--- src/rtl/ribop_pkg.sv ---
// ----------------------------------------------------------------------------
// ROM image bank occupancy parser package
// Shared constants, codes and result types for the parser, its core and its
// result queue.
// ----------------------------------------------------------------------------
`default_nettype none

package ribop_pkg;

  localparam int PRG_BANK_BYTES = 16384;
  localparam int CHR_BANK_BYTES = 8192;
  localparam int TRAINER_BYTES  = 512;

  localparam int HEADER_BYTES = 16;
  localparam int POS_W        = 10;
  localparam int BIB_W        = 16;
  localparam int OCC_W        = 15;
  localparam int BANK_W       = 12;

  localparam int FIFO_DEPTH = 8;
  localparam int FIFO_AW    = $clog2(FIFO_DEPTH);
  localparam int FIFO_CW    = FIFO_AW + 1;

  localparam logic [7:0] SIG_BYTE0 = 8'h4E;
  localparam logic [7:0] SIG_BYTE1 = 8'h45;
  localparam logic [7:0] SIG_BYTE2 = 8'h53;
  localparam logic [7:0] SIG_BYTE3 = 8'h1A;

  localparam logic [7:0] FMT_MASK    = 8'h0C;
  localparam logic [7:0] FMT_V2      = 8'h08;
  localparam logic [3:0] EXP_SIZE    = 4'hF;
  localparam logic [7:0] FLAG_FOUR   = 8'h08;
  localparam logic [7:0] FLAG_TRAIN  = 8'h04;
  localparam logic [7:0] FLAG_BATT   = 8'h02;
  localparam logic [7:0] FLAG_VERT   = 8'h01;

  typedef enum logic [2:0] {
    PH_HEADER  = 3'd0,
    PH_TRAINER = 3'd1,
    PH_PRG     = 3'd2,
    PH_CHR     = 3'd3,
    PH_END     = 3'd4,
    PH_ERROR   = 3'd5
  } phase_e;

  typedef enum logic [1:0] {
    KIND_HEADER = 2'd0,
    KIND_BANK   = 2'd1,
    KIND_FINAL  = 2'd2
  } kind_e;

  typedef enum logic [2:0] {
    ST_OK        = 3'd0,
    ST_TRAILING  = 3'd1,
    ST_SHORT     = 3'd2,
    ST_BAD_SIG   = 3'd3,
    ST_UNSUP     = 3'd4,
    ST_TRUNCATED = 3'd5
  } status_e;

  typedef enum logic [1:0] {
    MIR_HORIZ = 2'd0,
    MIR_VERT  = 2'd1,
    MIR_FOUR  = 2'd2
  } mirror_e;

  typedef enum logic {
    REG_PRG = 1'b0,
    REG_CHR = 1'b1
  } region_e;

  typedef struct packed {
    logic [1:0]        kind;
    logic [11:0]       mapper_id;
    logic [3:0]        submapper;
    logic              is_nes20;
    logic              has_battery;
    logic              has_trainer;
    logic [1:0]        mirroring;
    logic              region;
    logic [BANK_W-1:0] bank_index;
    logic [OCC_W-1:0]  occupied;
    logic [2:0]        status;
    logic              end_of_run;
  } result_t;

  typedef struct packed {
    logic [1:0]       num;
    result_t [1:0]    res;
  } push_t;

endpackage

`default_nettype wire

--- src/rtl/ribop_fifo.sv ---
// ----------------------------------------------------------------------------
// Result queue
// Small register queue that takes up to two results per cycle and hands out
// one per cycle while pop_i is high.
// ----------------------------------------------------------------------------
`default_nettype none

module ribop_fifo (
  input  wire                       clk_i,
  input  wire                       rst_ni,
  input  ribop_pkg::push_t          push_i,
  input  wire                       pop_i,
  output ribop_pkg::result_t        head_o,
  output logic [ribop_pkg::FIFO_CW-1:0] count_o
);
  import ribop_pkg::*;

  result_t              mem_q [FIFO_DEPTH];
  logic [FIFO_AW-1:0]   wptr_q, wptr_d;
  logic [FIFO_AW-1:0]   rptr_q, rptr_d;
  logic [FIFO_CW-1:0]   count_q, count_d;

  always_comb begin
    wptr_d  = wptr_q + FIFO_AW'(push_i.num);
    rptr_d  = rptr_q + FIFO_AW'(pop_i);
    count_d = count_q + FIFO_CW'(push_i.num) - FIFO_CW'(pop_i);
  end

  always_ff @(posedge clk_i or negedge rst_ni) begin
    if (!rst_ni) begin
      wptr_q  <= '0;
      rptr_q  <= '0;
      count_q <= '0;
    end else begin
      wptr_q  <= wptr_d;
      rptr_q  <= rptr_d;
      count_q <= count_d;
    end
  end

  always_ff @(posedge clk_i) begin
    if (push_i.num != 2'd0) begin
      mem_q[wptr_q] <= push_i.res[0];
    end
    if (push_i.num == 2'd2) begin
      mem_q[wptr_q + FIFO_AW'(1)] <= push_i.res[1];
    end
  end

  assign head_o  = mem_q[rptr_q];
  assign count_o = count_q;

endmodule

`default_nettype wire

--- src/rtl/ribop_core.sv ---
// ----------------------------------------------------------------------------
// Parser core
// Holds the image state, decodes the header, counts bank occupancy and forms
// up to two results for each registered byte.
// ----------------------------------------------------------------------------
`default_nettype none

module ribop_core (
  input  wire               clk_i,
  input  wire               rst_ni,
  input  wire               valid_i,
  input  wire  [7:0]        byte_i,
  input  wire               last_i,
  input  wire  [7:0]        empty_value_i,
  output ribop_pkg::push_t  push_o
);
  import ribop_pkg::*;

  phase_e             phase_q, phase_d;
  logic [7:0]         hdr_q [HEADER_BYTES];
  logic [POS_W-1:0]   pos_q, pos_d;
  logic [BIB_W-1:0]   bib_q, bib_d;
  logic [OCC_W-1:0]   occ_q, occ_d;
  logic [BANK_W-1:0]  bank_q, bank_d;
  logic [BANK_W-1:0]  prg_tot_q, prg_tot_d;
  logic [BANK_W-1:0]  chr_tot_q, chr_tot_d;
  logic [2:0]         err_q, err_d;
  logic               trail_q, trail_d;

  logic               sig_ok;
  logic               fmt_v2;
  logic [3:0]         prg_exp, chr_exp;
  logic [BANK_W-1:0]  hdr_prg_tot, hdr_chr_tot;
  logic [11:0]        hdr_mapper;
  logic [1:0]         hdr_mirror;
  logic               is_chr;
  logic [BIB_W-1:0]   bank_last;
  logic [OCC_W-1:0]   occ_inc;
  logic [BANK_W:0]    bank_next;
  result_t            rep;
  logic [1:0]         num;
  result_t [1:0]      res;
  logic [2:0]         fin_status;

  function automatic phase_e first_region(input logic [BANK_W-1:0] prg_tot,
                                          input logic [BANK_W-1:0] chr_tot);
    phase_e ph;
    if (prg_tot != '0) begin
      ph = PH_PRG;
    end else if (chr_tot != '0) begin
      ph = PH_CHR;
    end else begin
      ph = PH_END;
    end
    return ph;
  endfunction

  assign sig_ok = (hdr_q[0] == SIG_BYTE0) && (hdr_q[1] == SIG_BYTE1) &&
                  (hdr_q[2] == SIG_BYTE2) && (hdr_q[3] == SIG_BYTE3);
  assign fmt_v2      = (hdr_q[7] & FMT_MASK) == FMT_V2;
  assign prg_exp     = hdr_q[9][3:0];
  assign chr_exp     = hdr_q[9][7:4];
  assign hdr_prg_tot = {(fmt_v2 ? prg_exp : 4'd0), hdr_q[4]};
  assign hdr_chr_tot = {(fmt_v2 ? chr_exp : 4'd0), hdr_q[5]};
  assign hdr_mapper  = {(fmt_v2 ? hdr_q[8][3:0] : 4'd0), hdr_q[7][7:4], hdr_q[6][7:4]};
  assign hdr_mirror  = ((hdr_q[6] & FLAG_FOUR) != '0) ? MIR_FOUR :
                       ((hdr_q[6] & FLAG_VERT) != '0) ? MIR_VERT : MIR_HORIZ;

  assign is_chr    = phase_q == PH_CHR;
  assign bank_last = is_chr ? BIB_W'(CHR_BANK_BYTES - 1) : BIB_W'(PRG_BANK_BYTES - 1);
  assign occ_inc   = occ_q + OCC_W'(byte_i != empty_value_i);
  assign bank_next = {1'b0, bank_q} + (BANK_W + 1)'(1);

  always_comb begin
    phase_d   = phase_q;
    pos_d     = pos_q;
    bib_d     = bib_q;
    occ_d     = occ_q;
    bank_d    = bank_q;
    prg_tot_d = prg_tot_q;
    chr_tot_d = chr_tot_q;
    err_d     = err_q;
    trail_d   = trail_q;
    rep       = '0;
    num       = 2'd0;
    res       = '0;
    fin_status = ST_OK;

    unique case (phase_q)
      PH_HEADER: begin
        pos_d = pos_q + POS_W'(1);
        if (pos_q == POS_W'(HEADER_BYTES - 1)) begin
          if (!sig_ok) begin
            err_d   = ST_BAD_SIG;
            phase_d = PH_ERROR;
          end else if (fmt_v2 && (prg_exp == EXP_SIZE || chr_exp == EXP_SIZE)) begin
            err_d   = ST_UNSUP;
            phase_d = PH_ERROR;
          end else begin
            prg_tot_d       = hdr_prg_tot;
            chr_tot_d       = hdr_chr_tot;
            rep.kind        = KIND_HEADER;
            rep.mapper_id   = hdr_mapper;
            rep.submapper   = fmt_v2 ? hdr_q[8][7:4] : 4'd0;
            rep.is_nes20    = fmt_v2;
            rep.has_battery = (hdr_q[6] & FLAG_BATT) != '0;
            rep.has_trainer = (hdr_q[6] & FLAG_TRAIN) != '0;
            rep.mirroring   = hdr_mirror;
            res[0]          = rep;
            num             = 2'd1;
            pos_d           = '0;
            if ((hdr_q[6] & FLAG_TRAIN) != '0) begin
              phase_d = PH_TRAINER;
            end else begin
              phase_d = first_region(hdr_prg_tot, hdr_chr_tot);
              bank_d  = '0;
              bib_d   = '0;
              occ_d   = '0;
            end
          end
        end
      end
      PH_TRAINER: begin
        pos_d = pos_q + POS_W'(1);
        if (pos_q == POS_W'(TRAINER_BYTES - 1)) begin
          pos_d   = '0;
          phase_d = first_region(prg_tot_q, chr_tot_q);
          bank_d  = '0;
          bib_d   = '0;
          occ_d   = '0;
        end
      end
      PH_PRG, PH_CHR: begin
        if (bib_q == bank_last) begin
          rep.kind       = KIND_BANK;
          rep.region     = is_chr ? REG_CHR : REG_PRG;
          rep.bank_index = bank_q;
          rep.occupied   = occ_inc;
          res[0]         = rep;
          num            = 2'd1;
          bib_d          = '0;
          occ_d          = '0;
          bank_d         = bank_next[BANK_W-1:0];
          if (!is_chr && bank_next >= {1'b0, prg_tot_q}) begin
            bank_d  = '0;
            phase_d = (chr_tot_q != '0) ? PH_CHR : PH_END;
          end else if (is_chr && bank_next >= {1'b0, chr_tot_q}) begin
            bank_d  = '0;
            phase_d = PH_END;
          end
        end else begin
          bib_d = bib_q + BIB_W'(1);
          occ_d = occ_inc;
        end
      end
      PH_END: begin
        trail_d = 1'b1;
      end
      default: begin
      end
    endcase

    if (last_i) begin
      priority if (phase_d == PH_HEADER) begin
        fin_status = ST_SHORT;
      end else if (err_d != ST_OK) begin
        fin_status = err_d;
      end else if (phase_d == PH_END) begin
        fin_status = trail_d ? ST_TRAILING : ST_OK;
      end else begin
        fin_status = ST_TRUNCATED;
      end
      rep        = '0;
      rep.kind   = KIND_FINAL;
      rep.status = fin_status;
      if (num == 2'd0) begin
        res[0] = rep;
      end else begin
        res[1] = rep;
      end
      num       = num + 2'd1;
      phase_d   = PH_HEADER;
      pos_d     = '0;
      bib_d     = '0;
      occ_d     = '0;
      bank_d    = '0;
      prg_tot_d = '0;
      chr_tot_d = '0;
      err_d     = ST_OK;
      trail_d   = 1'b0;
    end

    if (num == 2'd1) begin
      res[0].end_of_run = 1'b1;
    end else if (num == 2'd2) begin
      res[1].end_of_run = 1'b1;
    end

    if (!valid_i) begin
      num = 2'd0;
    end
  end

  always_ff @(posedge clk_i or negedge rst_ni) begin
    if (!rst_ni) begin
      phase_q   <= PH_HEADER;
      pos_q     <= '0;
      bib_q     <= '0;
      occ_q     <= '0;
      bank_q    <= '0;
      prg_tot_q <= '0;
      chr_tot_q <= '0;
      err_q     <= ST_OK;
      trail_q   <= 1'b0;
    end else if (valid_i) begin
      phase_q   <= phase_d;
      pos_q     <= pos_d;
      bib_q     <= bib_d;
      occ_q     <= occ_d;
      bank_q    <= bank_d;
      prg_tot_q <= prg_tot_d;
      chr_tot_q <= chr_tot_d;
      err_q     <= err_d;
      trail_q   <= trail_d;
    end
  end

  always_ff @(posedge clk_i) begin
    if (valid_i && phase_q == PH_HEADER) begin
      hdr_q[pos_q[3:0]] <= byte_i;
    end
  end

  assign push_o.num = num;
  assign push_o.res = res;

endmodule

`default_nettype wire

--- src/rtl/rom_image_bank_occupancy_parser.sv ---
// A byte is held in the input register, and its results are written to the
// eight-entry result queue before they are offered. Throughput: one byte per
// cycle while in_ready_o is high; results leave one per cycle when taken.
// Reset: all image state and the empty value clear at once; the block is ready
// as soon as reset is released.
// ----------------------------------------------------------------------------
// ROM image bank occupancy parser
// Registers each image byte, parses it in the core and queues the header,
// bank and final status results for the output channel.
// ----------------------------------------------------------------------------
`default_nettype none

module rom_image_bank_occupancy_parser (
  input  wire         clk_i,
  input  wire         rst_ni,
  input  wire         cfg_valid_i,
  output logic        cfg_ready_o,
  input  wire  [7:0]  cfg_empty_value_i,
  input  wire         in_valid_i,
  output logic        in_ready_o,
  input  wire  [7:0]  file_byte_i,
  input  wire         last_i,
  output logic        out_valid_o,
  input  wire         out_ready_i,
  output logic [1:0]  kind_o,
  output logic [11:0] mapper_id_o,
  output logic [3:0]  submapper_o,
  output logic        is_nes20_o,
  output logic        has_battery_o,
  output logic        has_trainer_o,
  output logic [1:0]  mirroring_o,
  output logic        region_o,
  output logic [11:0] bank_index_o,
  output logic [14:0] occupied_o,
  output logic [2:0]  status_o,
  output logic        end_of_run_o
);
  import ribop_pkg::*;

  logic [7:0]          empty_q;
  logic                s1_valid_q;
  logic [7:0]          s1_byte_q;
  logic                s1_last_q;
  push_t               push;
  result_t             head;
  logic [FIFO_CW-1:0]  count;
  logic [FIFO_CW:0]    credit;
  logic                in_fire;
  logic                pop;

  assign cfg_ready_o = 1'b1;
  assign credit      = {1'b0, count} + (s1_valid_q ? (FIFO_CW + 1)'(2) : '0);
  assign in_ready_o  = credit <= (FIFO_CW + 1)'(FIFO_DEPTH - 2);
  assign in_fire     = in_valid_i && in_ready_o;
  assign out_valid_o = count != '0;
  assign pop         = out_valid_o && out_ready_i;

  always_ff @(posedge clk_i or negedge rst_ni) begin
    if (!rst_ni) begin
      empty_q    <= '0;
      s1_valid_q <= 1'b0;
    end else begin
      if (cfg_valid_i) begin
        empty_q <= cfg_empty_value_i;
      end
      s1_valid_q <= in_fire;
    end
  end

  always_ff @(posedge clk_i) begin
    if (in_fire) begin
      s1_byte_q <= file_byte_i;
      s1_last_q <= last_i;
    end
  end

  ribop_core u_core (
    .clk_i         (clk_i),
    .rst_ni        (rst_ni),
    .valid_i       (s1_valid_q),
    .byte_i        (s1_byte_q),
    .last_i        (s1_last_q),
    .empty_value_i (empty_q),
    .push_o        (push)
  );

  ribop_fifo u_fifo (
    .clk_i   (clk_i),
    .rst_ni  (rst_ni),
    .push_i  (push),
    .pop_i   (pop),
    .head_o  (head),
    .count_o (count)
  );

  assign kind_o        = head.kind;
  assign mapper_id_o   = head.mapper_id;
  assign submapper_o   = head.submapper;
  assign is_nes20_o    = head.is_nes20;
  assign has_battery_o = head.has_battery;
  assign has_trainer_o = head.has_trainer;
  assign mirroring_o   = head.mirroring;
  assign region_o      = head.region;
  assign bank_index_o  = head.bank_index;
  assign occupied_o    = head.occupied;
  assign status_o      = head.status;
  assign end_of_run_o  = head.end_of_run;

  a_fire_to_stage: assert property (@(posedge clk_i) disable iff (!rst_ni)
    in_fire |=> s1_valid_q)
    else $error("accepted transaction did not reach the input register");

  a_no_overflow: assert property (@(posedge clk_i) disable iff (!rst_ni)
    count <= FIFO_CW'(FIFO_DEPTH))
    else $error("result queue overflow");

  a_last_gives_final: assert property (@(posedge clk_i) disable iff (!rst_ni)
    (s1_valid_q && s1_last_q) |->
      ((push.num == 2'd1 && push.res[0].kind == KIND_FINAL) ||
       (push.num == 2'd2 && push.res[1].kind == KIND_FINAL)))
    else $error("last byte did not produce a final status");

  a_count_track: assert property (@(posedge clk_i) disable iff (!rst_ni)
    s1_valid_q |=> count == $past(count) + FIFO_CW'($past(push.num)) - FIFO_CW'($past(pop)))
    else $error("result queue count mismatch");

endmodule

`default_nettype wire

--- config.mk ---
export PLATFORM = sky130hd
export DESIGN_NAME = rom_image_bank_occupancy_parser
export DESIGN_NICKNAME = d
export VERILOG_FILES = /design/src/rtl/ribop_pkg.sv /design/src/rtl/ribop_fifo.sv /design/src/rtl/ribop_core.sv /design/src/rtl/rom_image_bank_occupancy_parser.sv
export SDC_FILE = /design/constraint.sdc
export NUM_CORES = 1
export LEC_CHECK = 0
export BUFFER_PORTS_ARGS = -buffer_cell sky130_fd_sc_hd__buf_2
export CAP_MARGIN = 20
export CORE_MARGIN = 8
export CORE_UTILIZATION = 29
export DETAILED_ROUTE_END_ITERATION = 12
export PLACE_DENSITY = 0.54
export SETUP_SLACK_MARGIN = 0.5
export SLEW_MARGIN = 20
export SYNTH_ARGS = -nofsm -noshare
export SYNTH_HDL_FRONTEND = slang
export SYNTH_SLANG_ARGS = --single-unit
--- constraint.sdc ---
create_clock -name clk_i -period 3.9 [get_ports clk_i]
set_input_delay 0.39 -clock clk_i [delete_from_list [all_inputs] [get_ports clk_i]]
set_output_delay 0.39 -clock clk_i [all_outputs]
set_load 0.01 [all_outputs]
==> results.ini, run 1 <==
[status]
outcome = completed

[layout]
instances_no_fill = 3911
nFillCells = 8938
seqCellArea_um2 = 14400
area_growth_pct = 23.3
fin_nets = 2747
drive_gt1_share_pct = 24.0
final_area_um2 = 32600
multi_input_area_um2 = 11900

[critical_path]
path_buf_inv = 1
worstPathMaxFanout = 8
r2r_slack_ns = 0.48
reg2reg_from = u_core.bank_q[1]$_DFFE_PN0P_
crit_chain = ha_4, and3_1, nand3_2, xnor2_4, ha_4, nand2_2, o21a_1, o211ai_1, a21oi_2, or3_1, a32o_2, a211oi_4, buf_12, nor3_1
critPathArrivalTime_ns = 3.74
crit_path_end_kind = register
crit_family = compound AO/OA/AOI/OAI gates
crit_slowest_cell = dfrtp_2
cp-start-kind = register
r2r_end = u_fifo.mem_q[4][1]$_DFFE_PP_
reg2reg_depth = 14
cp-startpoint = u_core.bank_q[1]$_DFFE_PN0P_
cp_common_cell = ha_4
path_class = register to register
cp.required_ns = 4.22
slowest_delay_ns = 0.44

[timing]
slew_headroom_pct = 30.0
period_share_pct = 87.7
rsz0062_at_grt = yes
worst_slew_pin_slew_ns = 1.05
hold_viol = 0
period_needed_ns = 3.42
finalSetupTns_ns = 0
setup_viol = 0
skew_ns = 0.0345
setup_ws_ns = 0.481
max_freq_mhz = 292
finalMaxSlewViolations = 0

[placement]
gp_congestion = 0.818
portBuffers = 78
dp_slack_ns = 0.136
dp_hpwl_um = 47700
numPlacedInstances = 3706
dpl_cell_area_um2 = 28500

[floorplanning]
ios = 80
start_util_pct = 29.3
die_y_um = 318
die_area_um2 = 101000
rows = 110
design.core.area_um2 = 90300
die_x_um = 318

[logic_synthesis]
yosysUniqueCellTypes = 69
synth_most_common_cell = nand2_1
synth_edf_count = 127
ys_warn_count = 0
yosysTopAreaCell = dfxtp_1
synthTopCellsByArea = dfxtp_1, edfxtp_1, dfrtp_1
synth_top_family_by_area = simple AND/OR/NAND/NOR gates
synth-seq-area-share_pct = 54.4
ys_ff_latch = 630
synthArstFlopShare_pct = 16.3
synth-simple-area-share_pct = 13.2
synth_common_cells = nand2_1, o21ai_0, dfxtp_1
synth_xor_area_share_pct = 1.46
synthCells = 2544
synth_area_um2 = 26500
synth_compound_area_share_pct = 12.9
synth_nets = 2616
ys.flop_type = dfxtp_1
synth_top_area_share_pct = 30.3
muxShareOfSynthArea_pct = 12.3
synth_fa_ha_area_share_pct = 2.42
syn-mean-instance-area_um2 = 10.4

[cts]
clkTransAtPathRegs_ns = 0.06
cts_sinks = 630
clock-root-buffer = clkbuf_16
clk_latency_ns = 0.62
cts-buffers-inserted = 71
cts_tree = done
cts_max_path_buffers = 3
htreeDepth = 3

[global_routing]
grt_first_pass_wirelength_um = 119000
track_usage_pct = 14.7
first_global_vias = 19300
antenna_found_initial = 4
overflow = 0
grt_max_degree = 59

[hold_path]
min_to = empty_q[4]$_DFFE_PN0P_
hp-class = primary input to register
hold_depth = 2
hold_start = cfg_valid_i

[drt]
vias_per_cell = 5.07
drc = 0
via_count = 19800
wl_per_cell_um = 20.9
drtIter0Drc = 1554
first_pass_iters = 7
drt_wl_total_um = 81700
drtAntennaViolNets = 0

[pwr]
p_seq_share_pct = 42.0
leakagePower_uw = 0.0120
switchingPower_uw = 5130
p_int_uw = 12500
p_per_area_nw_per_um2 = 540
pwr-share-clk_pct = 40.3
ir_drop_v = 0.000312
power_uw = 17600
comb_power_share_pct = 17.7
sw_frac_of_total_pct = 29.1

[flow_run]
drv_cap = 0

-- what timing repair did --
item / CTS / global route
setup buffers: 13 / 26
hold endpoints to repair: 62 / 0
hold buffers: 18 / 0
resized for setup: 35 / 219
pin swaps: 15 / 59
gates cloned: 1 / 14
setup endpoints to repair: 456 / 478
-- state kept, by name (all words and copies together) (netlist names), 3 cells and up --
signal            cells
u_core.phase_q        3
u_fifo.rptr_q         3
s1_byte_q             8
u_core.pos_q         10
u_core.bank_q        12
u_core.bib_q         16
u_core.occ_q         15
u_core.err_q          3
u_fifo.wptr_q         3
u_core.hdr_q         78
u_core.chr_tot_q     12
u_fifo.count_o        4
u_fifo.mem_q        440
empty_q               8
u_core.prg_tot_q     12
-- cell usage in the layout (no fill, tap or decap), types with 11 or more instances in the layout --
| cell type | instances |
|---|---|
| a21oi_1 | 24 |
| nor3_1 | 21 |
| xor2_1 | 20 |
| xnor2_1 | 16 |
| nor2b_1 | 11 |
| buf_4 | 84 |
| nand3_1 | 31 |
| inv_1 | 54 |
| nand2_2 | 42 |
| and2_1 | 16 |
| a22oi_1 | 22 |
| dfxtp_1 | 400 |
| nand2b_1 | 12 |
| buf_12 | 16 |
| clkbuf_1 | 16 |
| o21ai_0 | 429 |
| and3_1 | 15 |
| clkbuf_8 | 17 |
| nand4_1 | 16 |
| edfxtp_1 | 127 |
| mux2_2 | 65 |
| o21ai_1 | 47 |
| nor2_1 | 52 |
| dlygate4sd3_1 | 18 |
| dfrtp_1 | 94 |
| clkbuf_16 | 84 |
| nor4_1 | 14 |
| nand2_1 | 472 |
| ha_1 | 40 |
| buf_2 | 77 |
| mux4_2 | 110 |
| o22ai_1 | 22 |
| o31ai_1 | 15 |
| nand2_4 | 14 |
-- logic make-up (layout without fill, tap and decap cells) --
family / after synthesis / after routing
adders and majority gates: 50 / 50
other: 1 / 3
and+or+nand+nor: 790 / 791
muxes: 180 / 180
buffers and inverters: 226 / 414
AOI/OAI and AO/OA: 623 / 623
xor gates and xnor gates: 44 / 44
DFF: 630 / 630
-- power groups by stage --
| stage | registers (uW) | logic [uW] | clock network, uW |
|---|---|---|---|
| 4_1_cts | 7400 | 2970 | 7260 |
| 5_1_grt | 7440 | 3370 | 7520 |
| 3_3_place_gp | 7530 | 2910 | 0 |
| 3_5_place_dp | 7530 | 2910 | 0 |
| 2_1_floorplan | 7170 | 2010 | 0 |
| 6_report | 7400 | 3120 | 7100 |
-- how the worst max path moves through the flow --
| stage | depth (start not counted) | endpoint | slack (ns) |
|---|---|---|---|
| after CTS | 13 | u_fifo.mem_q[6][3]$_DFFE_PP_ | 0.49 |
| after detailed placement | 13 | u_fifo.mem_q[5][2]$_DFFE_PP_ | 0.14 |
| after global routing | 14 | u_fifo.mem_q[1][1]$_DFFE_PP_ | 0.37 |
| final | 14 | u_fifo.mem_q[4][1]$_DFFE_PP_ | 0.48 |
| after floorplan | 14 | u_fifo.mem_q[3][0]$_DFFE_PP_ | 0.47 |
| after global placement | 13 | u_fifo.mem_q[7][2]$_DFFE_PP_ | 0.10 |
-- final cells by class --
type | instances | area share [%]
clock buffers | 107 | 6.58
clock inverters | 24 | 1.15
inverters | 62 | 0.744
multi-input cells | 1689 | 36.6
diodes | 2 | 0.0153
flip-flops and latches | 630 | 44.2
repair buffers | 221 | 6.25
well taps | 1176 | 4.51
-- per-stage QoR --
stage	hold slack (ns)	util [%]
finish	0.180	36.1
global route	0.172	36.1
CTS	0.135	34.8
detailed placement	0.436	31.5
global placement	0.428	31.5
floorplan	0.0944	-
-- routing by layer --
metal / GRT usage (%) / vias to the layer above / wire length [um]
met4: 4.41 / 0 / 1890
li1: - / 9335 / -
met3: 2.61 / 130 / 4410
met5: 0 / - / 0
met2: 23.9 / 496 / 38000
met1: 20.1 / 9881 / 37500
No activity file was read; power rests on OpenSTA's default activity.
==> run 2, diff against run 1 <==
--- a/config.mk
+++ b/config.mk
@@ -9,6 +9,7 @@
 export CAP_MARGIN = 20
 export CORE_MARGIN = 8
 export CORE_UTILIZATION = 29
+export CTS_BUF_LIST = sky130_fd_sc_hd__clkbuf_8
 export DETAILED_ROUTE_END_ITERATION = 12
 export PLACE_DENSITY = 0.54
 export SETUP_SLACK_MARGIN = 0.5
@@ -16,3 +17,4 @@
 export SYNTH_ARGS = -nofsm -noshare
 export SYNTH_HDL_FRONTEND = slang
 export SYNTH_SLANG_ARGS = --single-unit
+export TNS_END_PERCENT = 30
==> run 2 against run 1 <==
Compared with the run above: critical path depth stayed put; core utilization is 1.0 points lower; total power down 7.3%; combinational power is 1% lower; clock power is 16% lower; register-to-register slack better by 0.03 ns; via count shrank 0.77%; fmax is 0.99% higher.
==> results.ini, run 2 (synthesized netlist as in run 1, its figures left out) <==
[drt]
drtIter0Drc = 1362
wl_per_cell_um = 19.5
drtAntennaViolNets = 0
drt_wl_total_um = 77300
vias_per_cell = 4.98
via_count = 19700
first_pass_iters = 5
drc = 0

[hold_path]
hp-class = primary input to register

[global_routing]
antenna_found_initial = 3
track_usage_pct = 14.7
grt_max_degree = 53
first_global_vias = 19600
overflow = 0
grt_first_pass_wirelength_um = 119000

[critical_path]
path_buf_inv = 3
crit_slowest_cell = or3_1
worstPathMaxFanout = 8
crit_chain = and3_4, buf_6, nand3_1, xnor2_1, buf_4, ha_1, nand2_1, a2111oi_4, a21oi_2, or3_1, a32o_2, a211oi_4, buf_6, nor3_1
path_class = register to register
cp-start-kind = register
cp.required_ns = 4.28
crit_path_end_kind = register
slowest_delay_ns = 0.40
crit_family = compound AO/OA/AOI/OAI gates
r2r_slack_ns = 0.51
cp_common_cell = buf_6
critPathArrivalTime_ns = 3.76

[pwr]
p_per_area_nw_per_um2 = 515
p_seq_share_pct = 44.8
power_uw = 16300
ir_drop_v = 0.000388
switchingPower_uw = 5010
comb_power_share_pct = 18.8
p_int_uw = 11300
leakagePower_uw = 0.0118
pwr-share-clk_pct = 36.4
sw_frac_of_total_pct = 30.7

[placement]
gp_congestion = 0.802
dp_slack_ns = 0.0530
portBuffers = 78
dp_hpwl_um = 46900

[timing]
finalSetupTns_ns = 0
period_share_pct = 86.8
hold_viol = 0
worst_slew_pin_slew_ns = 0.960
finalMaxSlewViolations = 0
max_freq_mhz = 295
skew_ns = 0.0501
rsz0062_at_grt = yes
slew_headroom_pct = 36.0
setup_viol = 0
setup_ws_ns = 0.514
period_needed_ns = 3.39

[cts]
cts_max_path_buffers = 3
clock-root-buffer = clkbuf_8
cts_tree = done
clkTransAtPathRegs_ns = 0.06
clk_latency_ns = 0.71
htreeDepth = 3
cts_sinks = 630
cts-buffers-inserted = 105

[floorplanning]
rows = 110
start_util_pct = 29.3
die_y_um = 318
design.core.area_um2 = 90300
die_area_um2 = 101000
ios = 80
die_x_um = 318

[layout]
area_growth_pct = 19.8
final_common_cell = nand2_1
final_cell_mix = nand2_1, o21ai_0, dfxtp_1
multi_input_area_um2 = 11800
fin_nets = 2763
utilization_pct = 35.1
regMostFlops = u_fifo.mem_q
drive_gt1_share_pct = 22.3
nFillCells = 9072
seqCellArea_um2 = 14400
largest_register_ffs = 440

[status]
outcome = completed

[flow_run]
drv_cap = 0

==> run 2: area by class of cell <==
| type | instances | area share (%) |
|---|---|---|
| flip-flops and latches | 630 | 45.5 |
| multi-input cells | 1688 | 37.1 |
| clock buffers | 123 | 5.34 |
| repair buffers | 204 | 5.15 |
| well taps | 1176 | 4.64 |
| clock inverters | 73 | 1.50 |
| inverters | 62 | 0.734 |
| diodes | 1 | 0.00789 |
==> run 2: stage by stage <==
stage / hold WS (ns) / area, um2 / cells
2_1_floorplan: 0.0944 / 26500 / 2544
3_3_place_gp: 0.428 / 28500 / 3703
3_5_place_dp: 0.437 / 28500 / 3703
4_1_cts: 0.00578 / 31200 / 3938
5_1_grt: 0.0612 / 31700 / 3957
6_report: 0.0911 / 31700 / 3957
==> run 2: what timing repair did <==
action                                  CTS  global route
setup buffers                            21            18
endpoints found under the setup margin  457           482
gates resized for setup                  50            77
pin swaps                                19            45
endpoints found under the hold margin    68             0
hold buffers                             18             0
==> run 2: routing by layer <==
layer,track usage [%],wire length (um),vias up
met2,24.1,36200,494
met5,0,0,-
li1,-,-,9375
met1,20.0,35500,9705
met3,2.75,4150,116
met4,3.89,1450,0
==> run 2: worst paths after layout <==
kind,from,cells past startpoint,endpoint
max in group asynchronous,rst_ni,3,u_fifo.rptr_q[2]$_DFF_PN0_
hold / removal,cfg_valid_i,2,empty_q[1]$_DFFE_PN0P_
setup / recovery,u_core.bank_q[2]$_DFFE_PN0P_,14,u_fifo.mem_q[2][1]$_DFFE_PP_
hold reg to reg,u_fifo.mem_q[1][16]$_SDFFE_PP0P_,2,u_fifo.mem_q[1][16]$_SDFFE_PP0P_
setup reg to reg,u_core.bank_q[2]$_DFFE_PN0P_,14,u_fifo.mem_q[2][1]$_DFFE_PP_
min in group asynchronous,rst_ni,2,empty_q[4]$_DFFE_PN0P_
==> run 2: power by group through the flow <==
stage	registers [uW]	logic (uW)	clock network, uW
2_1_floorplan	7170	2010	0
3_3_place_gp	7450	2960	0
3_5_place_dp	7450	2970	0
4_1_cts	7320	3020	6100
5_1_grt	7350	3300	6390
6_report	7320	3080	5940
